## config.mk

```make
export PLATFORM = sky130hd
export DESIGN_NAME = wmse_ram
export DESIGN_NICKNAME = d
export VERILOG_FILES = /design/src/wmse_ram.sv
export SDC_FILE = /design/constraint.sdc
export NUM_CORES = 1
export LEC_CHECK = 0
export ABC_AREA = 1
export BUFFER_PORTS_ARGS = -buffer_cell sky130_fd_sc_hd__buf_2
export CORE_MARGIN = 4
export CORE_UTILIZATION = 45
export CTS_CLUSTER_SIZE = 12
export DETAILED_ROUTE_END_ITERATION = 7
export HOLD_SLACK_MARGIN = 0.03
export PLACE_DENSITY = 0.72
export SETUP_SLACK_MARGIN = 0.05
export SKIP_LAST_GASP = 1
export SYNTH_ARGS = -nofsm -noshare
export SYNTH_HDL_FRONTEND = slang
export SYNTH_SLANG_ARGS = --single-unit
```

## constraint.sdc

```tcl
create_clock -name clk -period 2.9 [get_ports clk]
set_input_delay 0 -clock clk [delete_from_list [all_inputs] [get_ports clk]]
set_output_delay 0 -clock clk [all_outputs]
set_load 0.01 [all_outputs]
```

## src/wmse_ram.sv

```systemverilog
// Generic single-write, single-read synchronous RAM with registered read.
// No dependencies.
module wmse_ram #(
	parameter int WIDTH = 32,
	parameter int DEPTH = 2,
	localparam int AW = (DEPTH > 1) ? $clog2(DEPTH) : 1
) (
	input  logic             clk,
	input  logic             we,
	input  logic [AW-1:0]    waddr,
	input  logic [WIDTH-1:0] wdata,
	input  logic             re,
	input  logic [AW-1:0]    raddr,
	output logic [WIDTH-1:0] rdata
);

	logic [WIDTH-1:0] mem [DEPTH];

	always_ff @(posedge clk) begin
		if (we) begin
			mem[waddr] <= wdata;
		end
		if (re) begin
			rdata <= mem[raddr];
		end
	end

endmodule

```

==> results.sh <==
export IMPL_synth_cell_type_count=9
export IMPL_maxCapViolations=0
export IMPL_numPortBuffers=68
export IMPL_antenna_found_initial=0
export IMPL_place_congestion=0.622
export IMPL_h_tree_depth=3
export IMPL_clockBufferDepth=2
export IMPL_hold_end="mem[0][10]"
export IMPL_final_nets=346
export IMPL_cts_tree="yes"
export IMPL_antennaDiodeCount=0
export IMPL_ir_drop_mv=0.494
export IMPL_rsz0062_at_grt="false"
export IMPL_cp_end_kind="register"
export IMPL_insertion_delay_ps=340
export IMPL_die_area_um2=8990
export IMPL_grt_pass1_vias=1767
export IMPL_ff_latch_area_um2=2880
export IMPL_placed_cells=365
export IMPL_synthesis_instances=204
export IMPL_overflow=0
export IMPL_wirelength_mm=5.33
export IMPL_first_pass_iters=4
export IMPL_grtUsageTotal_pct=12.8
export IMPL_tightest_slew_ps=926
export IMPL_fin_skew_ps=8.71
export IMPL_leakage_nw=1.74
export IMPL_core_area_um2=7290
export IMPL_relSlewSlack_pct=38.1
export IMPL_synth_fp_nets=241
export IMPL_hold_path_depth=2
export IMPL_crit_type="in -> reg"
export IMPL_hold_path_startpoint="waddr"
export IMPL_areaGrowthSynthToFinish_pct=26.8
export IMPL_numCtsBuffers=9
export IMPL_arrival_ps=940
export IMPL_via_per_inst=4.32
export IMPL_rows=31
export IMPL_grt_max_degree=34
export IMPL_crit_required_ps=2920
export IMPL_grt_pass1_wl_mm=8.36
export IMPL_start_util_pct=46.5
export IMPL_yosysSeqAreaShare_pct=85.0
export IMPL_stdcell_count=413
export IMPL_p_per_area_nw_per_um2=639
export IMPL_antenna_left=0
export IMPL_maxSlewViolCount=0
export IMPL_fin_crit_ps=927
export IMPL_die_w_um=94.8
export IMPL_clk_pin_slew_ps=80
export IMPL_r2r_start="mem[0][4]"
export IMPL_finalHoldViolCount=0
export IMPL_r2r_end="rdata[4]"
export IMPL_first_iter_violations=93
export IMPL_io_pins=69
export IMPL_hp_class="in -> reg"
export IMPL_drc=0
export IMPL_worstSetupStartpoint="waddr"
export IMPL_multi_input_area_um2=400
export IMPL_yosys_warnings=0
export IMPL_max_freq_mhz=1080
export IMPL_status="completed"
export IMPL_post_dp_hpwl_mm=3.12
export IMPL_fillers=585
export IMPL_crit_fanout=20
export IMPL_cp_start_kind="input pin"
export IMPL_setup_viol=0
export IMPL_synth_seq_cells=96
export IMPL_r2r_cells=2
export IMPL_cts_num_sinks=96
export IMPL_syn_avg_cell_area_um2=16.6
export IMPL_die_y_um=94.8
export IMPL_root_buffer="clkbuf_8"
export IMPL_wl_per_cell_um=12.9
export IMPL_fin_crit_sh_pct=32.0
export IMPL_setup_tns_final_ps=0
export IMPL_num_vias=1784
export IMPL_regToRegSetupSlack_ps=2140
export IMPL_synth_area_um2=3390
export IMPL_drive_above_1_share_pct=29.6
## synthesized netlist by cell type
| master | count | area, µm² |
|---|---|---|
| edfxtp_1 | 96 | 2880 |
| nand2_1 | 87 | 327 |
| nand2_2 | 10 | 62.6 |
| buf_6 | 3 | 33.8 |
| clkbuf_8 | 3 | 41.3 |
| inv_1 | 2 | 7.51 |
| buf_12 | 1 | 20.0 |
| inv_8 | 1 | 11.3 |
| nor2_1 | 1 | 3.75 |
## cell usage in the layout (no fill, tap or decap)
cell type,n
buf_2,68
buf_4,1
bufinv_16,2
clkbuf_1,3
clkbuf_8,9
clkinv_1,1
clkinv_2,1
dlygate4sd3_1,32
edfxtp_1,96
inv_1,2
inv_8,1
nand2_1,87
nand2_2,10
nor2_4,1
## area by class of cell
| type | instances | area share, % |
|---|---|---|
| repair buffers | 101 | 15.5 |
| clock inverters | 4 | 1.60 |
| inverters | 3 | 0.437 |
| clock buffers | 12 | 3.14 |
| multi-input cells | 98 | 9.32 |
| flip-flops and latches | 96 | 67.1 |
| well taps | 99 | 2.88 |
## registers in the layout, summed over array words and instances, names as in the netlist
signal,flops
rdata,32
mem,64
## critical path, cell delays in order
cell and delay [ps]:
buf_2 110, nand2_1 60, inv_1 380, buf_4 390
## timing repair
action / 4_1_cts / 5_1_grt
setup buffers: 0 / 0
hold buffers: 32 / 0
resized for setup: 0 / 0
endpoints found under the hold margin: 64 / 0
## per-stage QoR
stage	hold slack [ps]	setup WS (ps)	total power, W	utilization, %	area (µm²)
after floorplan	98.9	1090	0.00178	-	3390
after detailed placement	191	1590	0.00186	51.8	3770
after global placement	188	1630	0.00185	51.8	3770
final	145	1970	0.00275	58.9	4300
after CTS	142	1960	0.00277	58.9	4300
after global routing	158	1900	0.00286	58.9	4300
## where the power goes
group	internal, W	leakage (nW)	switching [W]
clock network	0.000483	0.102	0.000407
registers	0.00164	0.918	0.0000230
logic	0.0000868	0.719	0.000110
## layer usage
metal	vias to the layer above	part of all wire [%]	global-route usage, %
met5	-	0	0
met4	0	0.47	4.69
met3	4	5.2	4.30
met2	44	53	21.9
met1	822	41	15.0
li1	914	-	-
## worst max path at each step
| stage | end |
|---|---|
| after global placement | mem[1][5] |
| after floorplan | mem[0][0] |
| final | mem[1][2] |
| after CTS | mem[1][31] |
| after detailed placement | mem[1][3] |
| after global routing | mem[1][7] |
## logic make-up after synthesis
| logic type | count (synthesis) | synth area share (%) |
|---|---|---|
| buffers and inverters | 10 | 3.36 |
| and+or+nand+nor | 98 | 11.6 |
| DFF | 96 | 85.0 |
Power figures use the tool's default switching activity.
