**config.mk**
```make
export PLATFORM = sky130hd
export DESIGN_NAME = wmse_div
export DESIGN_NICKNAME = d
export VERILOG_FILES = /design/src/wmse_pkg.sv /design/src/wmse_div.sv
export SDC_FILE = /design/constraint.sdc
export NUM_CORES = 1
export LEC_CHECK = 0
export ABC_AREA = 1
export BUFFER_PORTS_ARGS = -buffer_cell sky130_fd_sc_hd__buf_4
export CAP_MARGIN = 20
export CORE_MARGIN = 3
export CORE_UTILIZATION = 58
export DETAILED_ROUTE_END_ITERATION = 6
export GPL_ROUTABILITY_DRIVEN = 0
export PLACE_DENSITY = 0.85
export REMOVE_ABC_BUFFERS = 1
export SLEW_MARGIN = 20
export SYNTH_ARGS = -nofsm -noshare
export SYNTH_HDL_FRONTEND = slang
export SYNTH_SLANG_ARGS = --single-unit
```
**constraint.sdc**
```tcl
create_clock -name clk -period 6.7 [get_ports clk]
set_clock_uncertainty 0.05 [all_clocks]
set_input_delay 0.335 -clock clk [delete_from_list [all_inputs] [get_ports clk]]
set_output_delay 0.335 -clock clk [all_outputs]
set_load 0.01 [all_outputs]
```
**src/wmse_pkg.sv**
```systemverilog
// Shared types and constants for the windowed mean / deviation estimator.
// No dependencies; imported by wmse_div, wmse_sqrt and the top level.
package wmse_pkg;

	// Default sizing of the estimator bank
	localparam int WINDOW_DEF    = 32;
	localparam int NUM_DIST_DEF  = 5;
	localparam int NUM_TASKS_DEF = 8;

	// Field widths fixed by the interface
	localparam int SLOT_W  = 3;
	localparam int DIST_W  = 3;
	localparam int OBS_W   = 40;
	localparam int VAL_W   = 31;
	localparam int DEV_W   = 32;
	localparam int CNT_OUT_W = 6;

	// Configuration register resets
	localparam logic [30:0] CAP_RESET      = 31'd2000000000;
	localparam logic [5:0]  MINCOUNT_RESET = 6'd10;
	localparam logic [3:0]  NUM_RESET      = 4'd2;
	localparam logic [3:0]  DEN_RESET      = 4'd1;

	// Register indexes on the APB port (byte address = 4 * index)
	localparam logic [1:0] REG_CAP      = 2'd0;
	localparam logic [1:0] REG_MINCOUNT = 2'd1;
	localparam logic [1:0] REG_NUM      = 2'd2;
	localparam logic [1:0] REG_DEN      = 2'd3;

	// Divider sizing: divisor covers a count up to 256, dividend is left aligned
	localparam int DIV_W      = 64;
	localparam int DIV_DW     = 9;
	localparam int DIV_STEP_W = 7;
	localparam int RANGE_W    = DEV_W + 4;

	typedef enum logic [1:0] {
		STAT_OK   = 2'd0,
		STAT_CAP  = 2'd1,
		STAT_LOW  = 2'd2,
		STAT_HIGH = 2'd3
	} status_t;

	typedef struct packed {
		logic [SLOT_W-1:0] task_slot;
		logic [DIST_W-1:0] distance;
		logic [OBS_W-1:0]  observed;
	} obs_t;

	typedef struct packed {
		status_t              status;
		logic [VAL_W-1:0]     prior_mean;
		logic [VAL_W-1:0]     new_mean;
		logic [DEV_W-1:0]     new_deviation;
		logic [CNT_OUT_W-1:0] sample_count;
	} res_t;

	typedef struct packed {
		logic                  start;
		logic [DIV_STEP_W-1:0] steps;
		logic [DIV_W-1:0]      dividend;
		logic [DIV_DW-1:0]     divisor;
	} div_req_t;

	typedef enum logic [3:0] {
		S_IDLE,
		S_LOAD,
		S_RMUL,
		S_RGO,
		S_RWAIT,
		S_BAND,
		S_UPDATE,
		S_MWAIT,
		S_WALK,
		S_VWAIT,
		S_SWAIT,
		S_EMIT
	} state_t;

endpackage

```
**src/wmse_div.sv**
```systemverilog
// Restoring divider, one quotient bit per cycle over a left-aligned dividend.
// Depends on wmse_pkg for the request struct and widths.
module wmse_div import wmse_pkg::*; (
	input  logic             clk,
	input  logic             arst_n,
	input  div_req_t         req,
	output logic             done,
	output logic [DIV_W-1:0] quot
);

	logic                  busy_q;
	logic                  done_q;
	logic [DIV_STEP_W-1:0] cnt_q;
	logic [DIV_DW-1:0]     rem_q;
	logic [DIV_DW-1:0]     dsr_q;
	logic [DIV_W-1:0]      num_q;
	logic [DIV_W-1:0]      quot_q;
	logic [DIV_DW:0]       trial;
	logic                  qbit;

	// one trial subtraction
	always_comb begin
		trial = {rem_q, num_q[DIV_W-1]};
		qbit  = (trial >= {1'b0, dsr_q});
	end

	// step control
	always_ff @(posedge clk or negedge arst_n) begin
		if (!arst_n) begin
			busy_q <= 1'b0;
			done_q <= 1'b0;
			cnt_q  <= '0;
		end else begin
			done_q <= 1'b0;
			if (req.start) begin
				busy_q <= 1'b1;
				cnt_q  <= req.steps;
			end else if (busy_q) begin
				cnt_q <= cnt_q - 1'b1;
				if (cnt_q == DIV_STEP_W'(1)) begin
					busy_q <= 1'b0;
					done_q <= 1'b1;
				end
			end
		end
	end

	// remainder and quotient
	always_ff @(posedge clk) begin
		if (req.start) begin
			num_q  <= req.dividend;
			dsr_q  <= req.divisor;
			rem_q  <= '0;
			quot_q <= '0;
		end else if (busy_q) begin
			num_q  <= num_q << 1;
			quot_q <= {quot_q[DIV_W-2:0], qbit};
			rem_q  <= qbit ? DIV_DW'(trial - {1'b0, dsr_q}) : trial[DIV_DW-1:0];
		end
	end

	assign done = done_q;
	assign quot = quot_q;

endmodule

```
==> flow_summary_export.csv <==
group,metric,value,unit
routing,routedWlPerCell,14.78,um
clock_tree,h-tree-depth,4,
clock_tree,cts_buffers,17,
floorplan,die_height,110.6,um
worst_setup_path,crit_chain,"buf_4, nor2_1, inv_4, buf_4",
synthesis,yosysTopAreaCell,"edfxtp_1",
synthesis,seq_area_frac_synth,61.08,%
pwr,power,2.471,mW
sta,max_freq,369.4,MHz
synthesis,async_flop_share,5.806,%
worst_setup_path,regToRegSetupSlack,4090,ps
placed_design,io_buffers,147,
pwr,p_leak,3.832,nW
clock_tree,cts-root-buf,"clkbuf_8",
floorplan,io_pins,148,
worst_setup_path,worstSetupEndpointType,"flop",
synthesis,synth.top_cell.area_share,34.52,%
worst_setup_path,cpMostUsedCell,"buf_4",
routing,drtAntennaViolNets,0,
synthesis,yosys_warnings,0,
synthesis,syn-cell-area,0.006350,mm^2
routing,firstDrtPassIters,5,
run_status,status,"finished, final reports clean",
synthesis,ys_top_cells_by_area,"edfxtp_1, dfxtp_1, nand2_1, o22ai_1, inv_1",
grt,grt_pass1_wl,24.25,mm
sta,period_share,40.40,%
routing,vias,5155,
layout,diodes,0,
pwr,power-per-cell-area,298.1,mW/mm^2
layout,fill_cells,691,
clock_tree,tritoncts,"built",
worst_setup_path,cpPeakStageDelay,800,ps
sta,hold_violations,0,
sta,tns,0,ps
floorplan,num_rows,37,
sta,drv_slew,0,
synthesis,syn_area_per_cell,9.203,um^2
synthesis,ys_top_cells_by_count,"nand2_1, inv_1, dfxtp_1, edfxtp_1, o22ai_1",
grt,grt_start_max_net_pins,87,
grt,grt_busiest_layer,"met2",
layout,nNetsFinal,941,
layout,multi_input_area,0.001948,mm^2
routing,drtIter0Drc,262,
floorplan,fp.dieArea,0.01224,mm^2
clock_tree,clkSlewWorstSetupHoldPaths,60,ps
worst_setup_path,crit_type,"primary input to flop",
sta,finalSetupViolCount,0,
sta,rsz0062_at_grt,"false",
grt,grt_util_met1,27.79,%
layout,area_delta_synth_final,30.56,%
placed_design,dp_hpwl,9.664,mm
grt,grtUsageTotal,24.51,%
grt,grt_pass1_vias,5274,
layout,stdcell_count,995,
job,maxCapViolations,0,
grt,overflow,0,
sta,worstMarginPinSlew,925.2,ps
synthesis,synth_edf_count,73,
worst_setup_path,cp_slowest_cell,"buf_4",
clock_tree,cts_sinks,155,
grt,antenna_found_initial,0,
sta,relSlewSlack,38.09,%
floorplan,initial_core_util,60.69,%
sta,period_needed,2707,ps
clock_tree,clock_latency,540,ps
layout,regArea,0.003879,mm^2
routing,drc,0,
floorplan,fp.dieW,110.6,um
clock_tree,cts.path.max_buffers,2,
clock_tree,cts_setup_buffers,0,
placed_design,post-place-cells,943,
floorplan,core_area,0.01046,mm^2
synthesis,synth_cell_type_count,34,
routing,viasPerCell,5.181,
worst_setup_path,start_kind,"primary input",
pwr,max-vdd-ir-drop,0.2176,mV
synthesis,yosysMostFrequentCell,"nand2_1",
grt,use_met3,7.616,%
layout,drive_gt1_share,22.47,%
synthesis,synth_ff_type,"edfxtp_1",
worst_setup_path,cp_max_fo,86,
clock_tree,cts_hold_buf,17,
placed_design,dp_slack,3457,ps
routing,wl,14.71,mm
sta,fin_ws,3993,ps
grt,grt_util_met2,42.68,%
synthesis,ys_ff_latch,155,
synthesis,synthCells,690,
worst_setup_path,worstPathRequired,6820,ps
worst_hold_path,holdCritPathClass,"primary input to flop",
clock_tree,cts_resized,0,
worst_setup_path,crit_arrival,2830,ps
-- where the power goes --
part / total (mW) / switching [mW] / internal (mW)
logic: 0.392 / 0.235 / 0.157
registers: 1.13 / 0.0465 / 1.08
clock network: 0.954 / 0.369 / 0.585
-- worst paths after layout --
kind,start,end,cells after the start
max,req[80],num_q[20],4
min,req[23],num_q[14],3
max reg2reg,busy_q,quot[1],4
min reg2reg,quot[38],quot[39],2
max in group asynchronous,arst_n,cnt_q[3],2
min in group asynchronous,arst_n,cnt_q[1],2
-- registers in the layout, summed over array words and instances, names as in the netlist --
name and count:
rem_q 9, quot 64, num_q 64, done 1
cnt_q 7, dsr_q 9, busy_q 1
-- per-stage QoR --
step,util [%],instance area (um^2),hold WS [ps]
finish,79.24,8290,14.32
CTS,78.94,8259,0.8772
floorplan,-,6202,-10.59
global route,79.24,8290,2.562
global placement,71.62,7493,117.7
detailed placement,71.62,7493,122.1
-- routing by layer --
metal	routed length [um]	up-vias
li1	-	2559
met2	7643	177
met1	5785	2385
met3	943	34
met4	337	0
met5	0	-
-- layout by cell type (no fill, tap or decap), drive strengths merged, types with 9 or more instances in the layout --
cell           n
buf          149
clkbuf        24
dfrtp          9
dfxtp         73
dlygate4sd3   20
edfxtp        73
ha            11
inv          101
nand2        257
nand3         26
nor2          16
o22ai         62
-- layout make-up --
cell class / count / area share, %
Clock buffer: 24 / 5.916
Clock inverter: 8 / 1.268
Inverter: 100 / 4.573
Multi-Input combinational cell: 403 / 23.50
Sequential cell: 155 / 46.79
Tap cell: 136 / 2.053
Timing Repair Buffer: 169 / 15.91
-- worst max-delay path, delay by kind of cell --
kind | cells | cell delay [ps]
buffers and inverters | 3 | 1980
and+or+nand+nor | 1 | 440
-- cell families (layout without fill, tap and decap cells) --
kind of cell               after synthesis  count (layout)  synth area share (%)
and+or+nand+nor                        307             307                 19.53
DFF                                    155             155                 61.08
buffers and inverters                  132             301                 8.237
AOI/OAI and AO/OA                       78              78                 7.842
adders and majority gates               12              12                 2.483
xor gates and xnor gates                 6               6                0.8276
Note: power is estimated with default switching activity, not from simulation.
