`src/wmse_pkg.sv`:
```
// Shared types and constants for the windowed mean / deviation estimator.
// No dependencies; imported by wmse_div, wmse_sqrt and the top level.
package wmse_pkg;

	// Default sizing of the estimator bank
	localparam int WINDOW_DEF    = 32;
	localparam int NUM_DIST_DEF  = 5;
	localparam int NUM_TASKS_DEF = 8;

	// Field widths fixed by the interface
	localparam int SLOT_W  = 3;
	localparam int DIST_W  = 3;
	localparam int OBS_W   = 40;
	localparam int VAL_W   = 31;
	localparam int DEV_W   = 32;
	localparam int CNT_OUT_W = 6;

	// Configuration register resets
	localparam logic [30:0] CAP_RESET      = 31'd2000000000;
	localparam logic [5:0]  MINCOUNT_RESET = 6'd10;
	localparam logic [3:0]  NUM_RESET      = 4'd2;
	localparam logic [3:0]  DEN_RESET      = 4'd1;

	// Register indexes on the APB port (byte address = 4 * index)
	localparam logic [1:0] REG_CAP      = 2'd0;
	localparam logic [1:0] REG_MINCOUNT = 2'd1;
	localparam logic [1:0] REG_NUM      = 2'd2;
	localparam logic [1:0] REG_DEN      = 2'd3;

	// Divider sizing: divisor covers a count up to 256, dividend is left aligned
	localparam int DIV_W      = 64;
	localparam int DIV_DW     = 9;
	localparam int DIV_STEP_W = 7;
	localparam int RANGE_W    = DEV_W + 4;

	typedef enum logic [1:0] {
		STAT_OK   = 2'd0,
		STAT_CAP  = 2'd1,
		STAT_LOW  = 2'd2,
		STAT_HIGH = 2'd3
	} status_t;

	typedef struct packed {
		logic [SLOT_W-1:0] task_slot;
		logic [DIST_W-1:0] distance;
		logic [OBS_W-1:0]  observed;
	} obs_t;

	typedef struct packed {
		status_t              status;
		logic [VAL_W-1:0]     prior_mean;
		logic [VAL_W-1:0]     new_mean;
		logic [DEV_W-1:0]     new_deviation;
		logic [CNT_OUT_W-1:0] sample_count;
	} res_t;

	typedef struct packed {
		logic                  start;
		logic [DIV_STEP_W-1:0] steps;
		logic [DIV_W-1:0]      dividend;
		logic [DIV_DW-1:0]     divisor;
	} div_req_t;

	typedef enum logic [3:0] {
		S_IDLE,
		S_LOAD,
		S_RMUL,
		S_RGO,
		S_RWAIT,
		S_BAND,
		S_UPDATE,
		S_MWAIT,
		S_WALK,
		S_VWAIT,
		S_SWAIT,
		S_EMIT
	} state_t;

endpackage

```
`src/wmse_sqrt.sv`:
```
// Bit-pair integer square root of a 64-bit value, one result bit per cycle.
// Depends on wmse_pkg for widths.
module wmse_sqrt import wmse_pkg::*; (
	input  logic             clk,
	input  logic             arst_n,
	input  logic             start,
	input  logic [63:0]      operand,
	output logic             done,
	output logic [DEV_W-1:0] root
);

	logic [63:0] n_q;
	logic [63:0] res_q;
	logic [63:0] bit_q;
	logic        done_q;
	logic [63:0] cand;

	assign cand = res_q + bit_q;

	// step control: 32 steps, bit walks from 2^62 down to 2^0
	always_ff @(posedge clk or negedge arst_n) begin
		if (!arst_n) begin
			bit_q  <= '0;
			done_q <= 1'b0;
		end else begin
			done_q <= 1'b0;
			if (start) begin
				bit_q <= 64'd1 << 62;
			end else if (bit_q != '0) begin
				bit_q  <= bit_q >> 2;
				done_q <= (bit_q == 64'd1);
			end
		end
	end

	// remainder and root
	always_ff @(posedge clk) begin
		if (start) begin
			n_q   <= operand;
			res_q <= '0;
		end else if (bit_q != '0) begin
			if (n_q >= cand) begin
				n_q   <= n_q - cand;
				res_q <= (res_q >> 1) + bit_q;
			end else begin
				res_q <= res_q >> 1;
			end
		end
	end

	assign done = done_q;
	assign root = res_q[DEV_W-1:0];

endmodule

```
`config.mk`:
```
export PLATFORM = sky130hd
export DESIGN_NAME = wmse_sqrt
export DESIGN_NICKNAME = d
export VERILOG_FILES = /design/src/wmse_pkg.sv /design/src/wmse_sqrt.sv
export SDC_FILE = /design/constraint.sdc
export NUM_CORES = 1
export LEC_CHECK = 0
export ABC_AREA = 0
export BUFFER_PORTS_ARGS = -buffer_cell sky130_fd_sc_hd__buf_2
export CELL_PAD_IN_SITES_DETAIL_PLACEMENT = 1
export CELL_PAD_IN_SITES_GLOBAL_PLACEMENT = 1
export CORE_MARGIN = 3
export CORE_UTILIZATION = 43
export DETAILED_ROUTE_END_ITERATION = 8
export PLACE_DENSITY_LB_ADDON = 0.3
export SYNTH_ARGS = -nofsm -noshare
export SYNTH_HDL_FRONTEND = slang
export SYNTH_SLANG_ARGS = --single-unit
```
`constraint.sdc`:
```
create_clock -name clk -period 9.4 [get_ports clk]
set_clock_uncertainty 0.05 [all_clocks]
set_input_delay 1.41 -clock clk [delete_from_list [all_inputs] [get_ports clk]]
set_output_delay 1.41 -clock clk [all_outputs]
set_load 0.03 [all_outputs]
```
==> impl_metrics.yaml, run 1 <==
status:
  status: "complete, no violations"
layout:
  final_util_pct: 47.1
  final_area_sq_um: 16300
  nets: 2089
  drive_above_1_share_pct: 10.6
  antenna-diode-count: 0
  area_growth_pct: 7.75
min_path:
  hold_path.class: "reg2reg"
  holdPathStages: 2
  hp-start: "res_q[0]"
global_route:
  grt_max_degree: 97
  grt-ovfl-total: 0
  antenna_found_initial: 0
  grt_pass1_vias: 14658
  grtUsageTotal_pct: 26.3
  grt_pass1_wl_mm: 80.7
timing:
  hold_viol_final: 0
  period_minus_slack_ps: 7070
  finalCritPeriodShare_pct: 75.2
  final.setup.tns_ps: 0
  slew_violations: 0
  rsz0062_at_grt: "false"
  finalSetupViolCount: 0
  worst_pin_slew_ps: 1200
  max_freq_ghz: 0.141
  slew_headroom_pct: 19.7
power_and_ir_drop:
  vdd_drop_max_mv: 0.249
  combPwrFrac_pct: 62.5
  p_leak_nw: 6.55
  p_seq_share_pct: 22.7
  switching_share_pct: 49.8
  power_density_nw_per_um2: 334
  clockPowerShare_pct: 14.8
  p_sw_w: 0.00272
  internal_power_w: 0.00274
setup_path:
  worst-path-max-fanout: 35
  crit_start: "bit_q[2]"
  rr_worst_depth: 20
  cp_cell_sequence: "ha_1, a31oi_1, a211oi_1, a21oi_1, nor3_1, o211ai_1, a21oi_1, o2bb2ai_1, a21bo_2, a31oi_1, xor2_1, ha_1, and2_1, nand4_1, o22ai_1, a21oi_1, a21oi_1, o21ai_4, o21ai_4, buf_4"
  worst_setup_path_start_kind: "flip-flop"
  r2r_start: "bit_q[2]"
  path_common_cell: "a21oi_1"
  cp.required_ps: 9480
  cp.arrival_ps: 7150
  slowest_stage: "o21ai_4"
  worstSetupPathType: "reg2reg"
  cp_slowest_stage_delay_ps: 920
  endpoint_kind: "flip-flop"
synth:
  synth_edf_count: 64
  async_flop_share_pct: 20.5
  syn_inst: 1898
  synth-seq-area-share_pct: 26.6
  synth_flop_cell: "edfxtp_1"
  netlist_area_sq_um: 15100
  avgSynthCellArea_sq_um: 7.97
  synth_seq_cells: 161
  synth.distinct_cells: 86
  synth_nets: 2096
  yosys_warnings: 0
routing:
  drt-met1-wl_mm: 23.8
  drtPass1Iterations: 4
  top_layer_used: "met4"
  drtIter0Drc: 872
  via_per_inst: 6.16
  wirelength_mm: 49.9
  antenna_left: 0
  drc: 0
  dr_wl_met2_mm: 22.6
  wire_per_inst_um: 21.2
  vias: 14525
  dr_wl_met3_mm: 2.21
die:
  coreArea_sq_um: 34600
  die_w_um: 194
  rows: 68
  start_util_pct: 43.7
  io_pins: 100
  die_h_um: 194
  dieArea_sq_um: 37500
cts:
  ctsResizeCount: 0
  cts_root_buf: "clkbuf_16"
  clockBufferDepth: 2
  insertion_delay_ps: 470
  cts_tree: "done"
  htree_levels: 4
  cts_sinks: 161
  cts_setup_buffers: 0
  clk_pin_slew_worst_paths_ps: 70
  hold_buffers: 0
  cts_made_buffers: 17
placement:
  dp.final_hpwl_mm: 37.6
  io_buffers: 99
  gp_congestion: 0.916
  placed_cell_area_sq_um: 15700
run:
  cap_violations: 0
## worst paths after layout
check	endpoint	slack (ps)
setup reg to reg	n_q[7]	2330
max in group asynchronous	bit_q[42]	7650
min in group asynchronous	bit_q[18]	1050
hold / removal	res_q[0]	490
hold reg to reg	res_q[0]	490
setup / recovery	n_q[7]	2330
## cells in the mapped netlist (6+ instances only)
cell type | number | area, sq um
nor3_1 | 49 | 245
xnor2_1 | 81 | 709
nor2b_1 | 50 | 313
or3_1 | 10 | 62.6
buf_4 | 36 | 270
o21ai_0 | 128 | 641
nand4_1 | 45 | 282
o21a_1 | 30 | 225
mux2i_1 | 8 | 80.1
o21bai_1 | 19 | 143
nand2_1 | 218 | 818
a311oi_1 | 14 | 123
o211ai_1 | 15 | 113
and2_1 | 13 | 81.3
buf_2 | 12 | 60.1
a41oi_1 | 6 | 52.6
nor2_1 | 158 | 593
a21oi_1 | 132 | 661
inv_1 | 44 | 165
a31o_2 | 21 | 184
dfrtp_1 | 33 | 826
and3_1 | 11 | 68.8
a211oi_1 | 53 | 398
a21o_1 | 49 | 368
o21ai_1 | 20 | 100
xor2_1 | 74 | 648
a31oi_1 | 53 | 332
edfxtp_1 | 64 | 1920
nand2b_1 | 13 | 81.3
nor4_1 | 18 | 113
dfxtp_1 | 64 | 1280
ha_1 | 130 | 1630
clkbuf_1 | 86 | 323
nand3_1 | 29 | 145
o31ai_1 | 10 | 75.1
## stage by stage
| step | hold WS (ps) | instances | setup WS (ps) | power, W |
|---|---|---|---|---|
| floorplan | 433 | 1898 | 1640 | 0.00376 |
| global placement | 455 | 2327 | 2650 | 0.00449 |
| detailed placement | 486 | 2327 | 2430 | 0.00459 |
| CTS | 494 | 2359 | 2400 | 0.00543 |
| global route | 521 | 2359 | 1790 | 0.00589 |
| finish | 488 | 2359 | 2330 | 0.00545 |
## power by group through the flow
stage | Clock [W] | Sequential [W] | Combinational [W]
after CTS | 0.000820 | 0.00123 | 0.00338
after global placement | 0 | 0.00124 | 0.00325
after global routing | 0.000851 | 0.00126 | 0.00378
after floorplan | 0 | 0.00115 | 0.00260
after detailed placement | 0 | 0.00124 | 0.00335
final | 0.000808 | 0.00124 | 0.00341
## state kept, by name, summed over array words and instances (netlist names)
name,cells
res_q,64
bit_q,32
n_q,64
done,1
## critical path: cells and delay by family (launching register included)
kind                     cells  cell delay (ps)
AO/OA/AOI/OAI               13             3970
XOR/XNOR                     1              180
adder cells (fa/ha/maj)      2              730
flip-flops                   1              410
buffers and inverters        1              460
AND/OR/NAND/NOR              3              880
## cell usage in the layout (no fill, tap or decap), types with 14 or more instances in the layout
master and n:
a211oi_1 53, a21o_1 49, a21oi_1 132, a311oi_1 14
a31o_2 21, a31oi_1 53, buf_2 98, clkbuf_16 19
dfrtp_1 33, dfxtp_1 64, edfxtp_1 64, ha_1 130
inv_1 44, nand2_1 218, nand3_1 29, nand4_1 45
nor2_1 158, nor2b_1 50, nor3_1 48, nor4_1 18
o211ai_1 15, o21a_1 30, o21ai_0 127, o21ai_1 20
o21bai_1 19, xnor2_1 81, xor2_1 74
## kinds of logic after synthesis
logic type	after synthesis	synth area share, %
xor gates and xnor gates	155	8.97
adders and majority gates	131	10.9
and+or+nand+nor	634	19.6
AOI/OAI and AO/OA	623	27.5
buffers and inverters	181	5.49
muxes	13	0.901
DFF	161	26.6
## area by class of cell
cell class | count | area (sq um)
Fill cell | 4267 | 18300
Inverter | 45 | 169
Multi-Input combinational cell | 1556 | 10300
Tap cell | 455 | 569
Clock buffer | 21 | 493
Timing Repair Buffer | 110 | 584
Clock inverter | 11 | 163
Sequential cell | 161 | 4030
## metal layers
metal	up-vias	GRT usage [%]
met5	-	0
met2	339	41.7
met3	72	3.66
met4	0	8.33
met1	7154	37.3
li1	6960	-
(Power assumes the default switching activity.)
==> run 2, diff against run 1 <==
--- a/config.mk
+++ b/config.mk
@@ -5,12 +5,12 @@
 export SDC_FILE = /design/constraint.sdc
 export NUM_CORES = 1
 export LEC_CHECK = 0
-export ABC_AREA = 0
+export ABC_AREA = 1
 export BUFFER_PORTS_ARGS = -buffer_cell sky130_fd_sc_hd__buf_2
 export CELL_PAD_IN_SITES_DETAIL_PLACEMENT = 1
 export CELL_PAD_IN_SITES_GLOBAL_PLACEMENT = 1
 export CORE_MARGIN = 3
-export CORE_UTILIZATION = 43
+export CORE_UTILIZATION = 44
 export DETAILED_ROUTE_END_ITERATION = 8
 export PLACE_DENSITY_LB_ADDON = 0.3
 export SYNTH_ARGS = -nofsm -noshare
==> constraint.sdc (replaced) <==
create_clock -name clk -period 6.9 [get_ports clk]
set_clock_uncertainty 0.05 [all_clocks]
set_input_delay 1.035 -clock clk [delete_from_list [all_inputs] [get_ports clk]]
set_output_delay 1.035 -clock clk [all_outputs]
set_load 0.03 [all_outputs]
==> impl_metrics.yaml, run 2 <==
setup_path:
  cp_slowest_stage_delay_ps: 610
  worstSetupPathType: "reg2reg"
  crit_start: "res_q[10]"
  cp_top_family: "simple AND/OR/NAND/NOR gates"
  worst_setup_path_start_kind: "flip-flop"
  cp_num_buf_inv: 1
  path_common_cell: "nand2_1"
  slowest_stage: "nand2_4"
  endpoint_kind: "flip-flop"
  worst-path-max-fanout: 55
  cp.required_ps: 7310
  cp_cell_sequence: "ha_1, nand2_1, o21ai_1, nor2_1, nand2_1, o21ai_0, o21ai_1, nand2_1, nand2_1, xor2_1, ha_1, nand2_1, nor2_1, nand2_1, nor2_2, nand4_1, nand3_2, nand2_4, nand2_4, buf_4, nand2_1, nand2_1, nand3_1, nand2_1"
  cp.arrival_ps: 6180
  r2r_start: "res_q[10]"
routing:
  vias: 23487
  drtPass1Iterations: 5
  via_per_inst: 5.71
  wirelength_mm: 90.2
  wire_per_inst_um: 21.9
  antenna_left: 0
  drtIter0Drc: 1736
  drc: 0
power_and_ir_drop:
  clockPowerShare_pct: 11.7
  power_density_nw_per_um2: 438
  finalPower_w: 0.00931
  p_leak_nw: 9.86
  combPwrFrac_pct: 68.1
  p_seq_share_pct: 20.2
  internal_power_w: 0.00401
  p_sw_w: 0.00531
  vdd_drop_max_mv: 0.261
  switching_share_pct: 57.0
placement:
  io_buffers: 99
  gp_congestion: 1.05
  placed_cell_area_sq_um: 20600
  dp.final_hpwl_mm: 74.9
  place_inst: 4080
die:
  rows: 77
  die_h_um: 218
  start_util_pct: 44.7
  coreArea_sq_um: 44300
  io_pins: 100
  dieArea_sq_um: 47600
  die_w_um: 218
global_route:
  grt_pass1_wl_mm: 138
  grtUsageTotal_pct: 37.9
  grt_pass1_vias: 24579
  grt-ovfl-total: 0
  antenna_found_initial: 0
  grt_max_degree: 65
run:
  cap_violations: 0
timing:
  final.setup.tns_ps: 0
  finalCritPeriodShare_pct: 83.7
  finalSetupViolCount: 0
  max_freq_ghz: 0.173
  hold_viol_final: 0
  slew_violations: 0
  period_minus_slack_ps: 5770
  slew_headroom_pct: 37.8
  rsz0062_at_grt: "false"
  worst_pin_slew_ps: 931
synth:
  async_flop_share_pct: 20.5
  synth.area.top_cells: "nand2_1 21%, inv_1 10%, edfxtp_1 9.7%"
  netlist_area_sq_um: 19800
  synth.distinct_cells: 51
  yosys-top-cells-count: "1118 x nand2_1, 527 x inv_1, 420 x nor2_1"
  synth_top_area_share_pct: 21.2
  synth_top_area_cell: "nand2_1"
  synth.most_common_cell: "nand2_1"
  yosys_warnings: 0
  synth_edf_count: 64
  syn_inst: 3464
  synth_flop_cell: "edfxtp_1"
  synth_seq_cells: 161
  synth-seq-area-share_pct: 20.3
  avgSynthCellArea_sq_um: 5.72
  synth_nets: 3662
layout:
  nets: 3705
  final_common_cell: "nand2_1"
  final_area_sq_um: 21200
  antenna-diode-count: 0
  top_regs: "n_q x64, res_q x64, bit_q x32"
  instances_no_fill: 4112
  most-common-layout-cells: "1118 x nand2_1, 527 x inv_1, 419 x nor2_1"
  drive_above_1_share_pct: 5.77
  area_growth_pct: 7.21
cts:
  ctsResizeCount: 0
  htree_levels: 4
  cts_made_buffers: 17
  insertion_delay_ps: 520
  clk_pin_slew_worst_paths_ps: 80
  clockBufferDepth: 2
  hold_buffers: 0
  cts_root_buf: "clkbuf_16"
  cts_setup_buffers: 0
  cts_tree: "done"
  cts_sinks: 161
min_path:
  hold_path.class: "reg2reg"
  hp-start: "bit_q[32]"
status:
  status: "complete, no violations"
-- run 2: cell types whose count changed in the layout (fill, tap and decap cells not counted), sizes merged, moves of 58 or more --
cell / before / now
inv: 50 / 545
nand2: 220 / 1126
o21ai: 150 / 209
nand3: 29 / 317
nor2: 158 / 429
a211oi: 59 / 1
-- run 2: layout make-up --
class / instances / area, sq um
Inverter: 537 / 2020
Timing Repair Buffer: 111 / 601
Sequential cell: 161 / 4030
Clock buffer: 20 / 478
Multi-Input combinational cell: 2679 / 13200
Tap cell: 592 / 741
Fill cell: 6420 / 23100
Clock inverter: 12 / 140
-- run 2: worst reg2reg max path: cells and delay by family (launching register included) --
kind                     cells  cell delay [ps]
AO/OA/AOI/OAI                3              920
XOR/XNOR                     1              360
adder cells (fa/ha/maj)      2              570
AND/OR/NAND/NOR             17             2870
buffers and inverters        1              350
flip-flops                   1              590
-- run 2: path summary, 6_finish.rpt --
path	to	slack [ps]	cells after the start
max	res_q[19]	1130	24
min	bit_q[30]	490	2
max reg2reg	res_q[19]	1130	24
min reg2reg	bit_q[30]	490	2
max in group asynchronous	bit_q[18]	5740	1
min in group asynchronous	bit_q[58]	550	1
-- run 2: logic make-up after synthesis --
family / count (synthesis) / share of synthesized area, %
flip-flops: 161 / 20.3
AO/OA/AOI/OAI: 451 / 12.2
AND/OR/NAND/NOR: 2008 / 42.3
adder cells (fa/ha/maj): 131 / 8.31
XOR/XNOR: 89 / 3.93
buffers and inverters: 624 / 13.0
-- run 2: routing by layer --
| metal | wire, um | GRT usage (%) |
|---|---|---|
| met5 | 0 | 0 |
| met4 | 5870 | 22.4 |
| met3 | 4880 | 4.96 |
| met2 | 42300 | 64.5 |
| met1 | 37200 | 45.9 |
-- run 2: stage by stage --
stage | worst slack, ps | hold slack [ps] | util, %
6_report | 1130 | 492 | 47.9
5_1_grt | 874 | 491 | 47.9
4_1_cts | 1270 | 481 | 47.9
3_5_place_dp | 1270 | 460 | 46.5
3_3_place_gp | 1390 | 449 | 46.5
2_1_floorplan | 1260 | 407 | -
-- run 2: power groups by stage --
stage	registers, W	logic, W	clock network, W
final	0.00188	0.00634	0.00109
after floorplan	0.00167	0.00457	0
after CTS	0.00186	0.00622	0.00110
after detailed placement	0.00187	0.00616	0
after global routing	0.00191	0.00701	0.00113
after global placement	0.00185	0.00592	0
==> run 3, diff against run 2 <==
--- a/config.mk
+++ b/config.mk
@@ -10,7 +10,7 @@
 export CELL_PAD_IN_SITES_DETAIL_PLACEMENT = 1
 export CELL_PAD_IN_SITES_GLOBAL_PLACEMENT = 1
 export CORE_MARGIN = 3
-export CORE_UTILIZATION = 44
+export CORE_UTILIZATION = 40
 export DETAILED_ROUTE_END_ITERATION = 8
 export PLACE_DENSITY_LB_ADDON = 0.3
 export SYNTH_ARGS = -nofsm -noshare
==> constraint.sdc (replaced) <==
create_clock -name clk -period 5.27 [get_ports clk]
set_clock_uncertainty 0.05 [all_clocks]
set_input_delay 0.7905 -clock clk [delete_from_list [all_inputs] [get_ports clk]]
set_output_delay 0.7905 -clock clk [all_outputs]
set_load 0.03 [all_outputs]
==> impl_metrics.yaml, run 3 (synthesis gave the netlist of run 2 again) <==
routing:
  via_per_inst: 5.49
  wirelength_mm: 87.5
  antenna_left: 0
  wire_per_inst_um: 20.8
  vias: 23090
  drc: 0
  drtPass1Iterations: 8
  drtIter0Drc: 1799
global_route:
  antenna_found_initial: 0
  grt-ovfl-total: 0
  grtUsageTotal_pct: 33.0
  grt_max_degree: 80
  grt_pass1_vias: 23695
  grt_pass1_wl_mm: 133
cts:
  insertion_delay_ps: 520
  htree_levels: 4
  cts_root_buf: "clkbuf_16"
  hold_buffers: 0
  cts_sinks: 161
  clockBufferDepth: 2
  cts_made_buffers: 17
  cts_tree: "done"
  clk_pin_slew_worst_paths_ps: 80
timing:
  period_minus_slack_ps: 4990
  hold_viol_final: 0
  final.setup.tns_ps: 0
  max_freq_ghz: 0.200
  finalCritPeriodShare_pct: 94.7
  slew_headroom_pct: 44.9
  worst_pin_slew_ps: 827
  finalSetupViolCount: 0
  slew_violations: 0
  rsz0062_at_grt: "false"
setup_path:
  slowest_stage: "dfxtp_1"
  path_common_cell: "nand2_1"
  cp_cell_sequence: "ha_1, nand2_1, o21ai_0, nand2_1, o21ai_0, inv_1, nand2_1, nand2_1, nand2_1, xnor2_1, ha_1, nand2_1, nor2_1, nand2_1, nor2_2, nand4_1, nand3_2, nand2_4, a31oi_4, buf_12"
  cp_slowest_stage_delay_ps: 430
  worst-path-max-fanout: 64
  cp.arrival_ps: 5110
  endpoint_kind: "flip-flop"
  cp.required_ps: 5390
  worst_setup_path_start_kind: "flip-flop"
  worstSetupPathType: "reg2reg"
run:
  cap_violations: 0
power_and_ir_drop:
  vdd_drop_max_mv: 0.301
  power_density_nw_per_um2: 570
  p_leak_nw: 10.0
layout:
  nets: 3734
  final_common_cell: "nand2_1"
  final_util_pct: 44.7
  drive_above_1_share_pct: 6.57
  top_regs: "n_q x64, res_q x64, bit_q x32"
  most-common-layout-cells: "1118 x nand2_1, 527 x inv_1, 419 x nor2_1"
  antenna-diode-count: 0
  area_growth_pct: 8.93
die:
  coreArea_sq_um: 48300
  rows: 80
  die_h_um: 229
  start_util_pct: 41.0
  io_pins: 100
  dieArea_sq_um: 52300
  die_w_um: 229
placement:
  gp_congestion: 0.971
  io_buffers: 99
  dp.final_hpwl_mm: 73.5
min_path:
  hold_path.class: "in2async"
status:
  status: "complete, no violations"
==> run 3: what timing repair did <==
| action | CTS | global route |
|---|---|---|
| setup buffers | 0 | 0 |
| setup endpoints to repair | 0 | 71 |
| gates resized for setup | 0 | 2 |
==> run 3: per-stage QoR <==
step | cells | setup WS [ps] | total power, W | hold WS (ps) | area, sq um
floorplan | 3464 | 499 | 0.00817 | 407 | 19800
global placement | 4173 | 255 | 0.0105 | 465 | 21000
detailed placement | 4173 | 241 | 0.0107 | 455 | 21000
CTS | 4205 | 209 | 0.0121 | 323 | 21600
global route | 4205 | 16.3 | 0.0133 | 354 | 21600
finish | 4205 | 282 | 0.0123 | 309 | 21600
==> run 3: critical path, delay by kind of cell (launching register included) <==
family          cells  cell delay [ps]
buf+inv             2              420
flops               1              430
simple gates       12             1910
fa+ha+maj           2              810
xor+xnor            1              180
compound gates      3              750
==> run 3: worst paths after layout <==
kind / end / from / slack, ps / cells after the start
worst max-delay path: n_q[14] / res_q[12] / 280 / 20
min in group clk: bit_q[32] / bit_q[34] / 490 / 2
worst max register to register: n_q[14] / res_q[12] / 280 / 20
max in group asynchronous: bit_q[10] / arst_n / 4320 / 1
worst min-delay path: bit_q[46] / arst_n / 310 / 1
worst min register to register: bit_q[32] / bit_q[34] / 490 / 2
==> run 3: final cells by class <==
| cell class | count | area, sq um |
|---|---|---|
| Fill cell | 7019 | 26800 |
| Timing Repair Buffer | 140 | 868 |
| Clock buffer | 18 | 450 |
| Multi-Input combinational cell | 2679 | 13200 |
| Clock inverter | 14 | 156 |
| Inverter | 537 | 2020 |
| Sequential cell | 161 | 4030 |
| Tap cell | 656 | 821 |
==> run 3: layer usage <==
| metal | vias to the layer above | part of all wire [%] | GRT usage (%) |
|---|---|---|---|
| li1 | 11198 | - | - |
| met1 | 11030 | 43 | 41.9 |
| met2 | 661 | 46 | 55.0 |
| met3 | 201 | 4.9 | 4.05 |
| met4 | 0 | 5.4 | 16.8 |
| met5 | - | 0 | 0 |
==> run 3: report_power, final <==
| part | leakage (nW) | total (W) | switching (W) | internal [W] |
|---|---|---|---|---|
| clock network | 0.298 | 0.00139 | 0.000684 | 0.000702 |
| logic | 8.09 | 0.00855 | 0.00579 | 0.00276 |
| registers | 1.63 | 0.00236 | 0.000467 | 0.00190 |
| total | 10.0 | 0.0123 | 0.00694 | 0.00536 |
